--- config.mk ---
export PLATFORM = sky130hd
export DESIGN_NAME = wav_header_parser_unit_flat
export DESIGN_NICKNAME = d
export VERILOG_FILES = /design/src/rtl/wavhp_pkg.sv /design/src/rtl/wavhp_in_if.sv /design/src/rtl/wavhp_out_if.sv /design/src/rtl/wavhp_check.sv /design/src/rtl/wav_header_parser_unit.sv /design/src/flat_wrapper.sv
export SDC_FILE = /design/constraint.sdc
export NUM_CORES = 1
export LEC_CHECK = 0
export BUFFER_PORTS_ARGS = -buffer_cell sky130_fd_sc_hd__buf_2
export CORE_MARGIN = 2
export CORE_UTILIZATION = 40
export CTS_BUF_LIST = sky130_fd_sc_hd__clkbuf_16
export DETAILED_ROUTE_END_ITERATION = 8
export GPL_TIMING_DRIVEN = 0
export PLACE_DENSITY = 0.67
export SYNTH_ARGS = -nofsm -noshare
export SYNTH_HDL_FRONTEND = slang
export SYNTH_SLANG_ARGS = --single-unit
--- constraint.sdc ---
create_clock -name clk -period 20.8 [get_ports clk]
set_input_delay 4.16 -clock clk [delete_from_list [all_inputs] [get_ports clk]]
set_output_delay 4.16 -clock clk [all_outputs]
set_load 0.03 [all_outputs]
--- src/rtl/wavhp_pkg.sv ---
`timescale 1ns / 1ps
// ----------------------------------------------------------------------------
// wavhp_pkg
// Shared types and constants for the WAV header parser.
// ----------------------------------------------------------------------------
package wavhp_pkg;

  localparam int unsigned STATUS_W = 3;

  // Result status codes.
  localparam logic [STATUS_W-1:0] ST_OK          = 3'd0;
  localparam logic [STATUS_W-1:0] ST_BAD_HEADER  = 3'd1;
  localparam logic [STATUS_W-1:0] ST_UNSUPPORTED = 3'd2;
  localparam logic [STATUS_W-1:0] ST_INVALID     = 3'd3;
  localparam logic [STATUS_W-1:0] ST_TRUNCATED   = 3'd4;

  // Four-character codes as little-endian words.
  localparam logic [31:0] TAG_RIFF = 32'h4646_4952;
  localparam logic [31:0] TAG_WAVE = 32'h4556_4157;
  localparam logic [31:0] TAG_FMT  = 32'h2074_6D66;
  localparam logic [31:0] TAG_DATA = 32'h6174_6164;

  localparam logic [31:0] DEFAULT_MAX_RATE = 32'd384000;

  localparam logic [15:0] FMT_PCM   = 16'd1;
  localparam logic [15:0] FMT_FLOAT = 16'd3;

  // Register byte addresses.
  localparam int unsigned PADDR_W = 3;
  localparam logic [PADDR_W-1:0] REG_MAX_RATE = 3'd0;

  typedef struct packed {
    logic [STATUS_W-1:0] status;
    logic [15:0]         audio_format;
    logic [15:0]         channel_count;
    logic [31:0]         sample_rate;
    logic [15:0]         bits_per_sample;
    logic [31:0]         data_position;
    logic [31:0]         data_size;
  } result_t;

endpackage

--- src/rtl/wavhp_in_if.sv ---
`timescale 1ns / 1ps
// ----------------------------------------------------------------------------
// wavhp_in_if
// Byte channel into the WAV header parser.
// ----------------------------------------------------------------------------
interface wavhp_in_if;
  logic       valid;
  logic       ready;
  logic [7:0] data_byte;
  logic       end_of_stream;

  modport source (output valid, data_byte, end_of_stream, input ready);
  modport sink   (input valid, data_byte, end_of_stream, output ready);
endinterface

--- src/rtl/wavhp_out_if.sv ---
`timescale 1ns / 1ps
// ----------------------------------------------------------------------------
// wavhp_out_if
// Result channel out of the WAV header parser.
// ----------------------------------------------------------------------------
interface wavhp_out_if;
  logic                          valid;
  logic                          ready;
  logic [wavhp_pkg::STATUS_W-1:0] status;
  logic [15:0]                   audio_format;
  logic [15:0]                   channel_count;
  logic [31:0]                   sample_rate;
  logic [15:0]                   bits_per_sample;
  logic [31:0]                   data_position;
  logic [31:0]                   data_size;

  modport source (output valid, status, audio_format, channel_count, sample_rate,
                  bits_per_sample, data_position, data_size, input ready);
  modport sink   (input valid, status, audio_format, channel_count, sample_rate,
                  bits_per_sample, data_position, data_size, output ready);
endinterface

--- src/rtl/wavhp_check.sv ---
`timescale 1ns / 1ps
// ----------------------------------------------------------------------------
// wavhp_check
// Final format, rate and channel checks on the captured fmt fields.
// ----------------------------------------------------------------------------
module wavhp_check (
  input  logic [15:0]                    audio_format,
  input  logic [15:0]                    channel_count,
  input  logic [31:0]                    sample_rate,
  input  logic [15:0]                    bits_per_sample,
  input  logic [31:0]                    max_rate,
  output logic [wavhp_pkg::STATUS_W-1:0] status
);

  logic fmt_ok;

  always_comb begin
    fmt_ok = ((audio_format == wavhp_pkg::FMT_PCM) &&
              (bits_per_sample == 16'd16 || bits_per_sample == 16'd24)) ||
             ((audio_format == wavhp_pkg::FMT_FLOAT) && (bits_per_sample == 16'd32));
    if (!fmt_ok) begin
      status = wavhp_pkg::ST_UNSUPPORTED;
    end else if (sample_rate == 32'd0 || sample_rate > max_rate ||
                 channel_count == 16'd0) begin
      status = wavhp_pkg::ST_INVALID;
    end else begin
      status = wavhp_pkg::ST_OK;
    end
  end

endmodule

--- src/rtl/wav_header_parser_unit.sv ---
`timescale 1ns / 1ps
// ----------------------------------------------------------------------------
// wav_header_parser_unit
// Byte-serial RIFF/WAVE header parser that reports format and data chunk.
// ----------------------------------------------------------------------------
// Throughput: one beat per cycle while the output register is empty or draining;
// the parse state advances at the edge that accepts a byte, and the byte-wide
// next-state logic sets that figure. A result beat becomes valid in the cycle
// after the byte or end marker that completes it, held in a single output register.
// Reset: rst_n is synchronous and active low; it returns the parser to the
// RIFF tag phase, empties the output register and sets max_rate_r to 384000.
module wav_header_parser_unit (
  input  logic                          clk,
  input  logic                          rst_n,
  wavhp_in_if.sink                      in_ch,
  wavhp_out_if.source                   out_ch,
  input  logic                          psel,
  input  logic                          penable,
  input  logic                          pwrite,
  input  logic [wavhp_pkg::PADDR_W-1:0] paddr,
  input  logic [31:0]                   pwdata,
  output logic [31:0]                   prdata,
  output logic                          pready
);

  // Parse phases. Skip counts down the body of an ignored chunk or the extra
  // fmt bytes; done holds after a result until an end marker rearms the parser.
  localparam logic [3:0] PH_RIFF    = 4'd0;
  localparam logic [3:0] PH_RSIZE   = 4'd1;
  localparam logic [3:0] PH_WAVE    = 4'd2;
  localparam logic [3:0] PH_CID     = 4'd3;
  localparam logic [3:0] PH_CSIZE   = 4'd4;
  localparam logic [3:0] PH_FFORMAT = 4'd5;
  localparam logic [3:0] PH_FCHAN   = 4'd6;
  localparam logic [3:0] PH_FRATE   = 4'd7;
  localparam logic [3:0] PH_FBRATE  = 4'd8;
  localparam logic [3:0] PH_FALIGN  = 4'd9;
  localparam logic [3:0] PH_FBITS   = 4'd10;
  localparam logic [3:0] PH_SKIP    = 4'd11;
  localparam logic [3:0] PH_DONE    = 4'd12;

  logic [3:0]  phase_r, phase_nxt;
  logic [1:0]  cnt_r, cnt_nxt;
  logic [31:0] word_r, word_nxt;
  logic [31:0] tag_r, tag_nxt;
  logic [32:0] skip_r, skip_nxt;
  logic [31:0] pos_r, pos_nxt;
  logic        seen_fmt_r, seen_fmt_nxt;
  logic        seen_data_r, seen_data_nxt;
  logic [15:0] fmt_r, fmt_nxt;
  logic [15:0] chan_r, chan_nxt;
  logic [31:0] rate_r, rate_nxt;
  logic [15:0] bits_r, bits_nxt;
  logic [31:0] dpos_r, dpos_nxt;
  logic [31:0] dsize_r, dsize_nxt;
  logic [31:0] max_rate_r, max_rate_nxt;

  logic                 out_valid_r, out_valid_nxt;
  wavhp_pkg::result_t   res_r, res_nxt;

  logic                 in_acc;
  logic                 cfg_wr;
  logic [31:0]          pos_inc;
  logic [31:0]          value;
  logic                 field_done;
  logic                 two_byte;
  logic [32:0]          chunk_skip;
  logic                 emit_err;
  logic                 emit_fin;
  logic [wavhp_pkg::STATUS_W-1:0] err_status;
  logic [wavhp_pkg::STATUS_W-1:0] fin_status;
  logic [15:0]          fin_bits;
  logic [31:0]          fin_pos;
  logic [31:0]          fin_size;

  // A byte can enter whenever the output register is empty or draining.
  assign in_ch.ready = !out_valid_r || out_ch.ready;
  assign in_acc      = in_ch.valid && in_ch.ready;

  // The configuration port has no wait states; one register lives at
  // address zero and the upper half of the window reads as zero.
  assign pready = 1'b1;
  assign cfg_wr = psel && penable && pwrite && pready;
  assign prdata = paddr[2] ? 32'd0 : max_rate_r;

  always_comb begin
    max_rate_nxt = max_rate_r;
    if (cfg_wr && paddr[2] == wavhp_pkg::REG_MAX_RATE[2]) begin
      max_rate_nxt = pwdata;
    end
  end

  // The incoming byte is merged into the partial little-endian field.
  assign pos_inc = pos_r + 32'd1;
  always_comb begin
    value = word_r;
    case (cnt_r)
      2'd0:    value[7:0]   = in_ch.data_byte;
      2'd1:    value[15:8]  = in_ch.data_byte;
      2'd2:    value[23:16] = in_ch.data_byte;
      2'd3:    value[31:24] = in_ch.data_byte;
      default: value = word_r;
    endcase
  end

  assign two_byte   = (phase_r == PH_FFORMAT) || (phase_r == PH_FCHAN) ||
                      (phase_r == PH_FALIGN) || (phase_r == PH_FBITS);
  assign field_done = two_byte ? (cnt_r == 2'd1) : (cnt_r == 2'd3);

  // Body length of a skipped chunk, rounded up to an even byte count.
  assign chunk_skip = {1'b0, value} + {32'd0, value[0]};

  // The final checks see the bits field as it completes at the end of the
  // fmt chunk, or the stored value when the data chunk completes the parse.
  assign fin_bits = (phase_r == PH_FBITS) ? value[15:0] : bits_r;
  assign fin_pos  = (phase_r == PH_CSIZE) ? pos_inc : dpos_r;
  assign fin_size = (phase_r == PH_CSIZE) ? value : dsize_r;

  wavhp_check u_check (
    .audio_format    (fmt_r),
    .channel_count   (chan_r),
    .sample_rate     (rate_r),
    .bits_per_sample (fin_bits),
    .max_rate        (max_rate_r),
    .status          (fin_status)
  );

  always_comb begin
    phase_nxt     = phase_r;
    cnt_nxt       = cnt_r;
    word_nxt      = word_r;
    tag_nxt       = tag_r;
    skip_nxt      = skip_r;
    pos_nxt       = pos_r;
    seen_fmt_nxt  = seen_fmt_r;
    seen_data_nxt = seen_data_r;
    fmt_nxt       = fmt_r;
    chan_nxt      = chan_r;
    rate_nxt      = rate_r;
    bits_nxt      = bits_r;
    dpos_nxt      = dpos_r;
    dsize_nxt     = dsize_r;
    emit_err      = 1'b0;
    emit_fin      = 1'b0;
    err_status    = wavhp_pkg::ST_BAD_HEADER;

    if (in_acc && in_ch.end_of_stream) begin
      // An end marker always clears the parse. Before a result it reports
      // a truncated numeric field or a missing or broken header.
      if (phase_r != PH_DONE) begin
        emit_err = 1'b1;
        if (phase_r == PH_RSIZE || phase_r == PH_CSIZE ||
            (phase_r >= PH_FFORMAT && phase_r <= PH_FBITS)) begin
          err_status = wavhp_pkg::ST_TRUNCATED;
        end
      end
      phase_nxt     = PH_RIFF;
      cnt_nxt       = 2'd0;
      word_nxt      = 32'd0;
      tag_nxt       = 32'd0;
      skip_nxt      = 33'd0;
      pos_nxt       = 32'd0;
      seen_fmt_nxt  = 1'b0;
      seen_data_nxt = 1'b0;
      fmt_nxt       = 16'd0;
      chan_nxt      = 16'd0;
      rate_nxt      = 32'd0;
      bits_nxt      = 16'd0;
      dpos_nxt      = 32'd0;
      dsize_nxt     = 32'd0;
    end else if (in_acc && phase_r != PH_DONE) begin
      pos_nxt = pos_inc;
      if (phase_r == PH_SKIP) begin
        skip_nxt = skip_r - 33'd1;
        if (skip_r == 33'd1) begin
          phase_nxt = PH_CID;
        end
      end else if (!field_done) begin
        word_nxt = value;
        cnt_nxt  = cnt_r + 2'd1;
      end else begin
        word_nxt = 32'd0;
        cnt_nxt  = 2'd0;
        case (phase_r)
          PH_RIFF: begin
            if (value != wavhp_pkg::TAG_RIFF) begin
              emit_err  = 1'b1;
              phase_nxt = PH_DONE;
            end else begin
              phase_nxt = PH_RSIZE;
            end
          end
          PH_RSIZE: begin
            phase_nxt = PH_WAVE;
          end
          PH_WAVE: begin
            if (value != wavhp_pkg::TAG_WAVE) begin
              emit_err  = 1'b1;
              phase_nxt = PH_DONE;
            end else begin
              phase_nxt = PH_CID;
            end
          end
          PH_CID: begin
            tag_nxt   = value;
            phase_nxt = PH_CSIZE;
          end
          PH_CSIZE: begin
            if (tag_r == wavhp_pkg::TAG_FMT) begin
              // Extra fmt bytes past the basic 16 are skipped unpadded.
              seen_fmt_nxt = 1'b1;
              skip_nxt     = (value > 32'd16) ? {1'b0, value - 32'd16} : 33'd0;
              phase_nxt    = PH_FFORMAT;
            end else if (tag_r == wavhp_pkg::TAG_DATA && seen_fmt_r) begin
              seen_data_nxt = 1'b1;
              dpos_nxt      = pos_inc;
              dsize_nxt     = value;
              emit_fin      = 1'b1;
              phase_nxt     = PH_DONE;
            end else begin
              if (tag_r == wavhp_pkg::TAG_DATA) begin
                seen_data_nxt = 1'b1;
                dpos_nxt      = pos_inc;
                dsize_nxt     = value;
              end
              skip_nxt  = chunk_skip;
              phase_nxt = (chunk_skip == 33'd0) ? PH_CID : PH_SKIP;
            end
          end
          PH_FFORMAT: begin
            fmt_nxt   = value[15:0];
            phase_nxt = PH_FCHAN;
          end
          PH_FCHAN: begin
            chan_nxt  = value[15:0];
            phase_nxt = PH_FRATE;
          end
          PH_FRATE: begin
            rate_nxt  = value;
            phase_nxt = PH_FBRATE;
          end
          PH_FBRATE: begin
            phase_nxt = PH_FALIGN;
          end
          PH_FALIGN: begin
            phase_nxt = PH_FBITS;
          end
          PH_FBITS: begin
            bits_nxt = value[15:0];
            if (seen_data_r) begin
              emit_fin  = 1'b1;
              phase_nxt = PH_DONE;
            end else begin
              phase_nxt = (skip_r == 33'd0) ? PH_CID : PH_SKIP;
            end
          end
          default: begin
            phase_nxt = PH_DONE;
          end
        endcase
      end
    end
  end

  // Output register: loaded with a result beat, cleared once it is taken.
  always_comb begin
    out_valid_nxt = out_valid_r;
    res_nxt       = res_r;
    if (out_ch.ready || !out_valid_r) begin
      out_valid_nxt = emit_err || emit_fin;
    end
    if (emit_fin) begin
      res_nxt.status          = fin_status;
      res_nxt.audio_format    = fmt_r;
      res_nxt.channel_count   = chan_r;
      res_nxt.sample_rate     = rate_r;
      res_nxt.bits_per_sample = fin_bits;
      res_nxt.data_position   = fin_pos;
      res_nxt.data_size       = fin_size;
    end else if (emit_err) begin
      res_nxt                 = '0;
      res_nxt.status          = err_status;
    end
  end

  always_ff @(posedge clk) begin
    if (!rst_n) begin
      phase_r     <= PH_RIFF;
      cnt_r       <= 2'd0;
      word_r      <= 32'd0;
      tag_r       <= 32'd0;
      skip_r      <= 33'd0;
      pos_r       <= 32'd0;
      seen_fmt_r  <= 1'b0;
      seen_data_r <= 1'b0;
      fmt_r       <= 16'd0;
      chan_r      <= 16'd0;
      rate_r      <= 32'd0;
      bits_r      <= 16'd0;
      dpos_r      <= 32'd0;
      dsize_r     <= 32'd0;
      max_rate_r  <= wavhp_pkg::DEFAULT_MAX_RATE;
      out_valid_r <= 1'b0;
    end else begin
      phase_r     <= phase_nxt;
      cnt_r       <= cnt_nxt;
      word_r      <= word_nxt;
      tag_r       <= tag_nxt;
      skip_r      <= skip_nxt;
      pos_r       <= pos_nxt;
      seen_fmt_r  <= seen_fmt_nxt;
      seen_data_r <= seen_data_nxt;
      fmt_r       <= fmt_nxt;
      chan_r      <= chan_nxt;
      rate_r      <= rate_nxt;
      bits_r      <= bits_nxt;
      dpos_r      <= dpos_nxt;
      dsize_r     <= dsize_nxt;
      max_rate_r  <= max_rate_nxt;
      out_valid_r <= out_valid_nxt;
    end
  end

  always_ff @(posedge clk) begin
    res_r <= res_nxt;
  end

  assign out_ch.valid           = out_valid_r;
  assign out_ch.status          = res_r.status;
  assign out_ch.audio_format    = res_r.audio_format;
  assign out_ch.channel_count   = res_r.channel_count;
  assign out_ch.sample_rate     = res_r.sample_rate;
  assign out_ch.bits_per_sample = res_r.bits_per_sample;
  assign out_ch.data_position   = res_r.data_position;
  assign out_ch.data_size       = res_r.data_size;

  // An end marker always leaves the parser at the start of a fresh file.
  a_eos_rearms: assert property (@(posedge clk) disable iff (!rst_n)
    (in_acc && in_ch.end_of_stream) |=> (phase_r == PH_RIFF && pos_r == 32'd0))
    else $error("end marker did not rearm the parser");

  // A new result beat only appears after an accepted input beat.
  a_result_cause: assert property (@(posedge clk) disable iff (!rst_n)
    (out_valid_r && !$past(out_valid_r)) |-> $past(in_acc))
    else $error("result beat without an accepted input beat");

  // Once reported, file bytes no longer move the byte position.
  a_done_frozen: assert property (@(posedge clk) disable iff (!rst_n)
    (phase_r == PH_DONE && in_acc && !in_ch.end_of_stream) |=> $stable(pos_r))
    else $error("byte position moved after the result");

  // A success status always carries a supported format tag.
  a_ok_format: assert property (@(posedge clk) disable iff (!rst_n)
    (out_valid_r && res_r.status == wavhp_pkg::ST_OK) |->
      (res_r.audio_format == wavhp_pkg::FMT_PCM ||
       res_r.audio_format == wavhp_pkg::FMT_FLOAT))
    else $error("ok status with an unsupported format");

endmodule

--- src/flat_wrapper.sv ---
// flat-port wrapper written by rule: the top's interface ports become plain ports
module wav_header_parser_unit_flat 
  (clk, rst_n, psel, penable, pwrite, paddr, pwdata, prdata, pready, in_ch_valid, in_ch_data_byte, in_ch_end_of_stream, in_ch_ready, out_ch_valid, out_ch_status, out_ch_audio_format, out_ch_channel_count, out_ch_sample_rate, out_ch_bits_per_sample, out_ch_data_position, out_ch_data_size, out_ch_ready);
  wavhp_in_if in_ch_i ();
  wavhp_out_if out_ch_i ();
  input  logic clk;
  input  logic rst_n;
  input  logic psel;
  input  logic penable;
  input  logic pwrite;
  input  logic [wavhp_pkg::PADDR_W-1:0] paddr;
  input  logic [31:0] pwdata;
  output logic [31:0] prdata;
  output logic pready;
  input wire logic [$bits(in_ch_i.valid)-1:0] in_ch_valid;
  input wire logic [$bits(in_ch_i.data_byte)-1:0] in_ch_data_byte;
  input wire logic [$bits(in_ch_i.end_of_stream)-1:0] in_ch_end_of_stream;
  output wire logic [$bits(in_ch_i.ready)-1:0] in_ch_ready;
  output wire logic [$bits(out_ch_i.valid)-1:0] out_ch_valid;
  output wire logic [$bits(out_ch_i.status)-1:0] out_ch_status;
  output wire logic [$bits(out_ch_i.audio_format)-1:0] out_ch_audio_format;
  output wire logic [$bits(out_ch_i.channel_count)-1:0] out_ch_channel_count;
  output wire logic [$bits(out_ch_i.sample_rate)-1:0] out_ch_sample_rate;
  output wire logic [$bits(out_ch_i.bits_per_sample)-1:0] out_ch_bits_per_sample;
  output wire logic [$bits(out_ch_i.data_position)-1:0] out_ch_data_position;
  output wire logic [$bits(out_ch_i.data_size)-1:0] out_ch_data_size;
  input wire logic [$bits(out_ch_i.ready)-1:0] out_ch_ready;
  assign in_ch_i.valid = in_ch_valid;
  assign in_ch_i.data_byte = in_ch_data_byte;
  assign in_ch_i.end_of_stream = in_ch_end_of_stream;
  assign in_ch_ready = in_ch_i.ready;
  assign out_ch_valid = out_ch_i.valid;
  assign out_ch_status = out_ch_i.status;
  assign out_ch_audio_format = out_ch_i.audio_format;
  assign out_ch_channel_count = out_ch_i.channel_count;
  assign out_ch_sample_rate = out_ch_i.sample_rate;
  assign out_ch_bits_per_sample = out_ch_i.bits_per_sample;
  assign out_ch_data_position = out_ch_i.data_position;
  assign out_ch_data_size = out_ch_i.data_size;
  assign out_ch_i.ready = out_ch_ready;
  wav_header_parser_unit u_core (.clk(clk), .rst_n(rst_n), .in_ch(in_ch_i), .out_ch(out_ch_i), .psel(psel), .penable(penable), .pwrite(pwrite), .paddr(paddr), .pwdata(pwdata), .prdata(prdata), .pready(pready));
endmodule
==> impl_summary.md <==
Timing
The count of endpoints failing setup in the final report is 0. Clock skew on the completed layout was measured at 0.0277 ns. Headroom to the max-slew limit came out at 17.2%. The peak clock frequency supported by timing is 107 MHz. Hold timing on the final database bottoms out at a slack of 0.455 ns. Setup total negative slack on the finished layout was measured at 0 ns. The final critical path takes up 44.9% of the cycle.

The number of pins exceeding their max-slew limit in the final report is 0. The number of failing hold endpoints at the final stage is 0. The measured slew at the worst slew-check pin is 1.21 ns. After layout, the minimum clock period comes to 9.33 ns.

Setup repair after global routing left no endpoint under its margin.

Global routing
The global-route usage over all layers is 27.7%. The number of antenna violations at the first check in global routing was 2. The largest net degree at the start of global routing is 59. The total congestion overflow after global routing is 0. The via count of the first global-routing pass came to 20.4k. The wire length of the first global-routing pass is 126000 um.

Worst setup path
The number of cells on the worst reg-to-reg path is 13. STA classifies the critical path endpoint as a primary output. Data on the critical path is required at its endpoint by 16.64 ns. The worst register-to-register path has a setup slack of 14.99 ns. The critical-path maximum fanout is 10. The slowest stage of the critical path belongs to the cell sky130_fd_sc_hd__clkbuf_1. The delay of the slowest critical-path stage is 0.44 ns. Walking the worst path, the cells encountered are clkbuf_1 -> clkbuf_1 -> nor2_1 -> buf_2. The worst flop-to-flop path endpoint is u_core.out_ch.bits_per_sample[10]. The origin of the critical flop-to-flop path is u_core.cnt_r[0]. The cell that appears most often on the critical path is sky130_fd_sc_hd__clkbuf_1. Data arrives at the worst endpoint at 5.17 ns. The worst setup path category is input pin to primary output. STA classifies the critical path startpoint as an input pin.

CTS
The later-pin clock latency in the skew report is 0.61 ns. After clock tree synthesis, the clock-pin slew on the worst setup and hold paths is 0.06 ns. The quantity of gates resized following cts is 0.

In this run the deepest clock path goes through 3 buffers. Post-CTS timing repair inserted 0 buffers for setup. The total clock sinks is 461. TritonCTS built the clock tree.

The H-tree generated during clock tree synthesis spans 2 levels. The number of buffers inserted by hold repair at cts is 0. The number of buffers added by the clock tree synthesis step is 50.

In this run the clock root is driven by a sky130_fd_sc_hd__clkbuf_16.

Floorplan
Row generation in the floorplan step produced 87 rows. The floorplan step defined a die boundary enclosing 0.0584 mm2. The die is 242 um wide. The number of top-level pins is 233. After floorplanning, the core was sized to cover 0.0562 mm2. The floorplan step set the die height to 242 um. The starting density of the core is 40.2%.

Route
The number of vias after detailed routing is 21.4k. After detailed routing, the number of remaining DRC violations is 0. The total wire length is 83900 um. For this block, the initial DRC count from the detailed router was 2147. The detailed-routing iteration count for the pre-antenna-repair pass is 8. The post-detailed-route via-to-cell ratio is 5.90. The routed wire length per instance is 23.1 um. The final antenna-violating net count is 0.

Logic synthesis
The predominant post-synthesis flop cell is sky130_fd_sc_hd__dfxtp_1. The sequential-to-total area share from yosys stat is 47.3%. The flop and latch count out of synthesis is 461. The summed instance area of the synthesized netlist is 0.0226 mm2. Yosys attributes the largest share of cell area to sky130_fd_sc_hd__dfxtp_1 (28%), sky130_fd_sc_hd__edfxtp_1 (20%), sky130_fd_sc_hd__a211oi_1 (8.4%), sky130_fd_sc_hd__nor2_1 (7.7%), sky130_fd_sc_hd__clkbuf_1 (3.0%).

The number of unique standard cell types used by synthesis is 82. The gate count of the mapped netlist is 2543. The number of warnings issued by yosys is 0. The average footprint of a synthesized cell is 8.89 um2. The cell taking the most area after synthesis is sky130_fd_sc_hd__dfxtp_1. After synthesis, the share of flip-flops with an asynchronous set or reset is 0%. The number of nets handed over by synthesis was 2638.

The number of enable flip-flop cells after synthesis is 147. The top-area cell type share of the netlist area is 27.8%.

Place
After detailed placement, the total cell area comes to 0.0249 mm2. The global placement routability congestion is 0.977. Detailed placement finished with a half-perimeter wire length of 61900 um.

Port buffering added 227 buffers.

Power and ir drop
The reported leakage power is 8.91 nW. The highest ir drop seen on vdd is 0.0000564 V. Power spread over the standard cell area amounts to 79.0 mW/mm2. The design draws 2.11 mW.

Layout
After routing the design area is 0.0267 mm2. The number of inserted filler cells in the final layout is 5305. The number of nets in the layout is 2928. The multi-input gate area in the final layout is 0.0109 mm2. The proportion of layout cells with a drive suffix above 1 is 13.0%. The antenna diode instance count is 0. The synthesis-to-finish area growth is 18.2%. The register cell area after layout is 0.0107 mm2.

Run
The tool flagged a number of max-cap violations equal to 0.

Min path
The path with the worst hold slack has its endpoint at u_core.max_rate_r[28]. The worst hold path begins at u_core.max_rate_r[28]. The path class of the tightest hold or removal check is flip-flop to flip-flop. The number of instances on the worst hold path is 2.

Outcome
The run finished with clean final reports.
-- state kept, by name, indices dropped and copies added (netlist names), 32 cells and up --
signal                       cells
u_core.tag_r                    32
u_core.word_r                   32
u_core.rate_r                   32
u_core.max_rate_r               32
u_core.dsize_r                  32
u_core.out_ch.data_position     32
u_core.pos_r                    32
u_core.out_ch.sample_rate       32
u_core.dpos_r                   32
u_core.out_ch.data_size         32
u_core.skip_r                   33
-- synth_stat cells (55+ instances only) --
library cell / instances
sky130_fd_sc_hd__clkbuf_1: 179
sky130_fd_sc_hd__o21ai_0: 80
sky130_fd_sc_hd__inv_1: 55
sky130_fd_sc_hd__a21oi_1: 112
sky130_fd_sc_hd__edfxtp_1: 147
sky130_fd_sc_hd__nor2_1: 462
sky130_fd_sc_hd__and2_1: 71
sky130_fd_sc_hd__nand2_1: 157
sky130_fd_sc_hd__a211oi_1: 252
sky130_fd_sc_hd__dfxtp_1: 314
sky130_fd_sc_hd__nor3_1: 59
sky130_fd_sc_hd__nand3_1: 78
-- layer usage --
| layer | vias up | routed length, um | GRT usage [%] |
|---|---|---|---|
| li1 | 9823 | - | - |
| met4 | 2 | 3320 | 11.7 |
| met2 | 984 | 37800 | 43.3 |
| met5 | - | 13 | 0 |
| met1 | 10400 | 36300 | 38.0 |
| met3 | 191 | 6410 | 4.73 |
-- per-stage QoR --
stage | worst slack, ns | util (%) | instances
floorplan | 9.87 | - | 2543
global placement | 5.80 | 43.9 | 3526
detailed placement | 11.49 | 44.3 | 3537
CTS | 11.48 | 47.6 | 3631
global route | 11.41 | 47.6 | 3631
finish | 11.47 | 47.6 | 3631
-- report_power, final --
group | switching [mW] | total [mW] | internal [mW]
sequential | 0.00765 | 0.952 | 0.944
combinational | 0.146 | 0.191 | 0.0447
clock | 0.390 | 0.967 | 0.577
total | 0.544 | 2.11 | 1.57
-- cell usage in the layout (no fill, tap or decap), types with 16 or more instances in the layout --
| master | Yosys | final |
|---|---|---|
| sky130_fd_sc_hd__a211oi_1 | 252 | 252 |
| sky130_fd_sc_hd__mux2i_1 | 35 | 27 |
| sky130_fd_sc_hd__nor4_1 | 38 | 38 |
| sky130_fd_sc_hd__xnor2_1 | 52 | 52 |
| sky130_fd_sc_hd__xor2_1 | 48 | 48 |
| sky130_fd_sc_hd__nor2_1 | 462 | 462 |
| sky130_fd_sc_hd__nand3_1 | 78 | 77 |
| sky130_fd_sc_hd__edfxtp_1 | 147 | 147 |
| sky130_fd_sc_hd__buf_2 | 10 | 237 |
| sky130_fd_sc_hd__a31oi_1 | 17 | 17 |
| sky130_fd_sc_hd__o211ai_1 | 22 | 22 |
| sky130_fd_sc_hd__or3_1 | 18 | 18 |
| sky130_fd_sc_hd__ha_1 | 44 | 44 |
| sky130_fd_sc_hd__a21oi_1 | 112 | 112 |
| sky130_fd_sc_hd__nor3_1 | 59 | 59 |
| sky130_fd_sc_hd__nand2_1 | 157 | 157 |
| sky130_fd_sc_hd__clkbuf_1 | 179 | 179 |
| sky130_fd_sc_hd__a22oi_1 | 31 | 31 |
| sky130_fd_sc_hd__and2_1 | 71 | 71 |
| sky130_fd_sc_hd__nand4_1 | 50 | 50 |
| sky130_fd_sc_hd__inv_1 | 55 | 60 |
| sky130_fd_sc_hd__and3_1 | 16 | 16 |
| sky130_fd_sc_hd__clkbuf_16 | 0 | 53 |
| sky130_fd_sc_hd__o21ai_0 | 80 | 80 |
| sky130_fd_sc_hd__dfxtp_1 | 314 | 314 |
-- worst max-delay path by stage --
stage                                   from                             to  depth (start not counted)
after floorplan           in_ch_data_byte[5]  u_core.out_ch.audio_format[0]                         10
after global placement    in_ch_data_byte[3]  u_core.out_ch.sample_rate[25]                          9
after detailed placement            paddr[2]                      prdata[7]                          4
after CTS                           paddr[2]                      prdata[7]                          4
after global routing                paddr[2]                      prdata[7]                          4
final                               paddr[2]                      prdata[6]                          4
-- critical path, delay by kind of cell --
kind | cells | cell delay (ns)
buffers and inverters | 3 | 0.85
and+or+nand+nor | 1 | 0.15
-- layout make-up --
cell class	instances	area share, %
clock inverters	41	1.80
multi-input cells	1822	41.0
flip-flops and latches	461	40.1
well taps	756	3.54
clock buffers	53	4.97
repair buffers	238	4.90
inverters	57	0.801
plain buffers	203	2.94
-- cells by family (layout without fill, tap and decap cells) --
logic type	count (synthesis)	in the layout	synth area share (%)
buf+inv	260	592	4.42
compound gates	609	609	18.4
simple gates	1021	1021	21.3
xor+xnor	100	100	3.88
mux	47	47	2.15
fa+ha+maj	44	44	2.44
other cells	1	1	0.0166
flops	461	461	47.3
(Power assumes the default switching activity.)
